===== src/rtl/i2cee_pkg.sv =====
// i2cee_pkg: shared types and constants for the two-wire EEPROM slave core.
// Used by i2cee_ctrl, i2cee_dp and i2c_eeprom_2kb_slave_core. No dependencies.
`timescale 1ns / 1ps

package i2cee_pkg;

  localparam int PORT_W = 8;
  localparam int ADDR_W = 11;
  localparam int BITS_W = 4;
  localparam int FILL_W = 4;
  localparam int PH_W   = 2;

  localparam int SDA_BIT = 4;
  localparam int WP_BIT  = 5;
  localparam int SCL_BIT = 6;

  localparam logic [PH_W-1:0] PH_IDLE    = 2'd0;
  localparam logic [PH_W-1:0] PH_SELECT  = 2'd1;
  localparam logic [PH_W-1:0] PH_ADDRESS = 2'd2;
  localparam logic [PH_W-1:0] PH_WRITE   = 2'd3;

  localparam logic [3:0]        DEV_TYPE   = 4'hA;
  localparam logic [7:0]        PAGE_END   = 8'hFF;
  localparam logic [ADDR_W-1:0] BLOCK_MASK = 11'h700;
  localparam logic [BITS_W-1:0] BYTE_BITS  = 4'd8;

  typedef struct packed {
    logic capture;
    logic exec;
    logic fetch_load;
    logic commit_step;
    logic clear_step;
    logic out_load;
  } dp_cmd_t;

  typedef struct packed {
    logic fetch_need;
    logic commit_need;
    logic commit_last;
    logic clear_last;
  } dp_stat_t;

endpackage


===== src/rtl/i2cee_ctrl.sv =====
// i2cee_ctrl: sequencer for array clearing, item decode, read fetch, page
// commit and result hand-off. Uses i2cee_pkg command and status types.
`timescale 1ns / 1ps

module i2cee_ctrl (
  input  logic                clk,
  input  logic                rst_n,
  input  logic                in_valid,
  output logic                in_stall,
  output logic                out_valid,
  input  logic                out_stall,
  output i2cee_pkg::dp_cmd_t  cmd,
  input  i2cee_pkg::dp_stat_t stat
);

  localparam logic [2:0] S_CLEAR  = 3'd0;
  localparam logic [2:0] S_IDLE   = 3'd1;
  localparam logic [2:0] S_EXEC   = 3'd2;
  localparam logic [2:0] S_FETCH  = 3'd3;
  localparam logic [2:0] S_COMMIT = 3'd4;
  localparam logic [2:0] S_DONE   = 3'd5;

  logic [2:0] state_r, state_nxt;
  logic out_valid_r, out_valid_nxt;
  logic out_free;
  logic accept;

  assign in_stall  = (state_r != S_IDLE);
  assign accept    = in_valid && !in_stall;
  assign out_free  = !out_valid_r || !out_stall;
  assign out_valid = out_valid_r;

  always_comb begin
    state_nxt = state_r;
    cmd       = '0;
    unique case (state_r)
      S_CLEAR: begin
        cmd.clear_step = 1'b1;
        if (stat.clear_last) state_nxt = S_IDLE;
      end
      S_IDLE: begin
        cmd.capture = accept;
        if (accept) state_nxt = S_EXEC;
      end
      S_EXEC: begin
        cmd.exec = 1'b1;
        if (stat.fetch_need) state_nxt = S_FETCH;
        else if (stat.commit_need) state_nxt = S_COMMIT;
        else state_nxt = S_DONE;
      end
      S_FETCH: begin
        cmd.fetch_load = 1'b1;
        state_nxt      = S_DONE;
      end
      S_COMMIT: begin
        cmd.commit_step = 1'b1;
        if (stat.commit_last) state_nxt = S_DONE;
      end
      S_DONE: begin
        cmd.out_load = out_free;
        if (out_free) state_nxt = S_IDLE;
      end
      default: state_nxt = S_IDLE;
    endcase
  end

  always_comb begin
    out_valid_nxt = out_valid_r;
    if (out_valid_r && !out_stall) out_valid_nxt = 1'b0;
    if (cmd.out_load) out_valid_nxt = 1'b1;
  end

  always_ff @(posedge clk) begin
    if (!rst_n) begin
      state_r     <= S_CLEAR;
      out_valid_r <= 1'b0;
    end else begin
      state_r     <= state_nxt;
      out_valid_r <= out_valid_nxt;
    end
  end

  a_accept_exec: assert property (@(posedge clk) disable iff (!rst_n)
    accept |=> state_r == S_EXEC)
    else $error("accepted item not decoded next cycle");

  a_load_valid: assert property (@(posedge clk) disable iff (!rst_n)
    cmd.out_load |=> out_valid_r && state_r == S_IDLE)
    else $error("result load lost");

  a_done_waits: assert property (@(posedge clk) disable iff (!rst_n)
    state_r == S_DONE && out_valid_r && out_stall |=> state_r == S_DONE)
    else $error("result overwrote a waiting item");

endmodule


===== config.mk =====
export PLATFORM = sky130hd
export DESIGN_NAME = i2cee_ctrl
export DESIGN_NICKNAME = d
export VERILOG_FILES = /design/src/rtl/i2cee_pkg.sv /design/src/rtl/i2cee_ctrl.sv
export SDC_FILE = /design/constraint.sdc
export NUM_CORES = 1
export LEC_CHECK = 0
export ABC_AREA = 1
export ABC_CLOCK_PERIOD_IN_PS = 1640
export CORE_AREA = 2 2 39 41
export CTS_BUF_LIST = sky130_fd_sc_hd__clkbuf_16
export DETAILED_ROUTE_END_ITERATION = 12
export DIE_AREA = 0 0 41 43
export DONT_BUFFER_PORTS = 1
export PLACE_DENSITY_LB_ADDON = 0.1
export SYNTH_ARGS = -nofsm -noshare
export SYNTH_HDL_FRONTEND = slang
export SYNTH_SLANG_ARGS = --single-unit

===== constraint.sdc =====
create_clock -name clk -period 1.64 [get_ports clk]
set_clock_uncertainty 0.2 [all_clocks]
set_input_delay 0.328 -clock clk [delete_from_list [all_inputs] [get_ports clk]]
set_output_delay 0.328 -clock clk [all_outputs]
set_load 0.02 [all_outputs]

### Yosys cells after proc, flatten, opt, wreduce, memory -nomap -nowiden

Index checks and enable logic that the tools add are counted.

| storage, ports and cells | value |
|---|---|
| flip-flop bits (word level) | 4 |
| latch bits | 0 |
| memory bits (writable) | 0 |
| ROM bits | 0 |
| word-level logic and storage cells | 36 |
| memories | 0 |

| operators by class | value |
|---|---|
| $add $sub $neg | 0 |
| $mul | 0 |
| div/mod/pow operators | 0 |
| magnitude comparators | 0 |
| equality and inequality tests | 10 |
| shift-type cells | 0 |
| multiplexer cells | 15 |
| bitwise operators | 0 |
| reductions and logical operators | 9 |

Operators by type and width:

| cell | number |
|---|---|
| $pmux W3 S6 | 1 |
| $mux W3 | 5 |
| $mux W1 | 9 |
| $ne A2 B2 Y1 const B | 4 |
| $eq A3 B2 Y1 const B | 2 |
| $eq A3 B3 Y1 const B | 2 |
| $reduce_and A4 Y1 | 1 |
| $eq A3 B1 Y1 const B | 1 |
| $logic_not A1 Y1 | 3 |
| $logic_not A3 Y1 | 1 |
| $ne A3 B1 Y1 const B | 1 |
| $logic_and A1 B1 Y1 | 2 |
| $reduce_bool A2 Y1 | 1 |
| $logic_or A1 B1 Y1 | 1 |

### Logic depth before layout (Yosys ltp)

| depth | value |
|---|---|
| word-level depth | 5 |
| depth in mapped cells | 8 |

### Least setup slack after synthesis

Ideal clock, no wire load.

| timing | value |
|---|---|
| path kind | register to output |
| start point | register state_r[2] |
| end point | output cmd[5] (netlist bit) |
| arrival time | 1.058 ns |
| slack | 0.054 ns |
| stages on the path, launching flop included | 5 |
| path buffers | 1 |
| cell sequence | dfxtp_1 buf_6 nor2_1 nand2_1 nor2_1 |

RTL lines:

| item | line | text |
|---|---|---|
| start: declaration | i2cee_ctrl.sv:23 | `logic [2:0] state_r, state_nxt;` |
| start signal: assignment | i2cee_ctrl.sv:78 | `state_r <= state_nxt;` |
| end: declaration | i2cee_ctrl.sv:12 | `output i2cee_pkg::dp_cmd_t cmd,` |

==> results.sh <==
export IMPL_status="completed"
export IMPL_pwr_share_clk_pct=38.3
export IMPL_die_area_um2=1760
export IMPL_syn2layout_area_growth_pct=45.6
export IMPL_dp_hpwl_um=564
export IMPL_stdcell_area_um2=415
export IMPL_wirelength_um=687
export IMPL_die_h_um=43
export IMPL_total_leakage_power_nw=0.226
export IMPL_postSynthAreaPerCell_um2=5.59
export IMPL_yosysSeqAreaShare_pct=28.1
export IMPL_clock_sinks=4
export IMPL_synth_top_family_by_area="simple AND/OR/NAND/NOR gates"
export IMPL_grt_pass1_vias=302
export IMPL_fill_cells=155
export IMPL_rrSetupSlack_ps=360
export IMPL_port_buffer_count=0
export IMPL_fin_crit_sh_pct=94.6
export IMPL_multiInputGateArea_um2=163
export IMPL_start_kind="register"
export IMPL_synth_compound_area_share_pct=5.26
export IMPL_power_density_nw_per_um2=2380
export IMPL_setup_viol=0
export IMPL_crit_type="reg -> out"
export IMPL_start_util_pct=20.6
export IMPL_critPathCaptureType="primary output"
export IMPL_mostFrequentLayoutCell="nand2_1"
export IMPL_drv_cap=0
export IMPL_first_iter_violations=0
export IMPL_synth_nets=59
export IMPL_gp_congestion=0.680
export IMPL_comb_power_share_pct=41.9
export IMPL_num_rows=14
export IMPL_critPathRequiredTime_ps=1110
export IMPL_grt_overflow=0
export IMPL_routed_via_density=4.14
export IMPL_crit_arrival_ps=1020
export IMPL_postCtsSetupBuffers=0
export IMPL_clockBufferDepth=2
export IMPL_place_area_um2=324
export IMPL_vias=302
export IMPL_synth_fa_ha_area_share_pct=0
export IMPL_power_switching_uw=388
export IMPL_ios=16
export IMPL_tns_ps=0
export IMPL_hold_path_class="in -> reg"
export IMPL_drtPass1Iterations=1
export IMPL_sw_frac_of_total_pct=39.2
export IMPL_ys_warn_count=0
export IMPL_total_power_uw=989
export IMPL_p_seq_share_pct=19.8
export IMPL_worstPathMaxFanout=4
export IMPL_drive_gt1_share_pct=31.6
export IMPL_maxSlewHeadroom_pct=83.8
export IMPL_synthXorXnorAreaFrac_pct=0
export IMPL_antenna_found_initial=0
export IMPL_ys_ff_latch=4
export IMPL_drt_drc_violations_left=0
export IMPL_fp_coreArea_um2=1380
export IMPL_grt_max_degree=9
export IMPL_cts_buffers=3
export IMPL_internal_power_uw=602
export IMPL_muxShareOfSynthArea_pct=0
export IMPL_hold_viol_final=0
export IMPL_track_usage_pct=10.8
export IMPL_area_sequential_um2=86.3
export IMPL_clkTransAtPathRegs_ps=30
export IMPL_clock_latency_ps=220
export IMPL_cts_tree="done"
export IMPL_grt_pass1_wl_um=1220
export IMPL_synth_area_um2=285
export IMPL_ys_types=13
export IMPL_rsz0062_at_grt="false"
export IMPL_netlist_instances=51
export IMPL_htreeDepth=1
export IMPL_die_width_um=41
export IMPL_max_freq_mhz=645
export IMPL_ir_drop_uv=650
export IMPL_yosys_area_share_simple_pct=48.2
export IMPL_post_drt_wl_per_cell_um=9.41
export IMPL_report_final_slew_viol_count=0
export IMPL_diodes=0
export IMPL_final_min_clock_period_ps=1550
export IMPL_postRouteAntennaNets=0
export IMPL_cts_root_buf="clkbuf_16"
export IMPL_tightest_slew_ps=243
export IMPL_nets=67
export IMPL_final_cell_mix="nand2_1, inv_1, nor2_1"
-- routing by layer --
metal	share of wire [%]	wire, um	track usage [%]	up-vias
met3	5.4	37	6.28	0
li1	-	-	-	167
met1	45	310	13.5	128
met5	0	0	0	-
met2	49	340	14.1	7
met4	0	0	6.00	0
-- stage by stage --
step / setup WS (ps) / util [%] / instances / hold WS, ps
after floorplan: 54.3 / - / 51 / 248
after global placement: 203 / 23.4 / 70 / 271
after detailed placement: 229 / 23.4 / 70 / 257
after CTS: 19.0 / 28.9 / 73 / 19.9
after global routing: 9.34 / 30.0 / 73 / 33.5
final: 88.9 / 30.0 / 73 / 18.3
-- power groups by stage --
stage / Sequential, mW / Clock, mW / Combinational, mW
global route: 0.202 / 0.394 / 0.481
CTS: 0.180 / 0.392 / 0.406
finish: 0.195 / 0.379 / 0.415
global placement: 0.179 / 0 / 0.412
detailed placement: 0.179 / 0 / 0.405
floorplan: 0.155 / 0 / 0.335
-- cell usage after synthesis, drive strengths merged --
master / count / area share, %
nand3b: 1 / 2.6
nand3: 5 / 8.8
nand2: 14 / 18
nor2: 12 / 17
dfxtp: 4 / 28
buf: 2 / 6.6
o21ai: 1 / 1.8
nor3: 1 / 1.8
a21oi: 2 / 3.5
inv: 9 / 12
-- cells by family after synthesis --
logic type / count (synthesis)
and+or+nand+nor: 33
buffers and inverters: 11
DFF: 4
AOI/OAI and AO/OA: 3
-- registers in the layout, summed over array words and instances (netlist names) --
| name | flops |
|---|---|
| out_valid | 1 |
| state_r | 3 |
-- worst max-delay path: stages (launching register included) --
cell and delay, ps:
dfxtp_4 350, inv_2 50, nor2_2 90, nand2_1 80, nor2_1 90, buf_4 140
-- path summary, 6_finish.rpt --
path,startpoint,to,depth (start not counted)
worst max-delay path,state_r[0]$_SDFFE_PN0P_,cmd[5],5
worst min-delay path,rst_n,state_r[2]$_SDFFE_PN0P_,2
worst max register to register,state_r[2]$_SDFFE_PN0P_,state_r[2]$_SDFFE_PN0P_,7
worst min register to register,out_valid$_SDFFE_PN0P_,out_valid$_SDFFE_PN0P_,2
-- layout make-up --
class / instances / share of cell area [%]
Tap cell: 16 / 4.82
Clock buffer: 3 / 18.1
Multi-Input combinational cell: 36 / 39.2
Sequential cell: 4 / 20.8
Inverter: 9 / 8.13
Timing Repair Buffer: 5 / 9.04
-- timing repair --
item | CTS | global route
gates cloned | 0 | 0
gates resized for setup | 1 | 8
hold buffers | 0 | 0
endpoints found under the setup margin | 2 | 5
pin swaps | 0 | 0
Note: power is estimated with default switching activity, not from simulation.
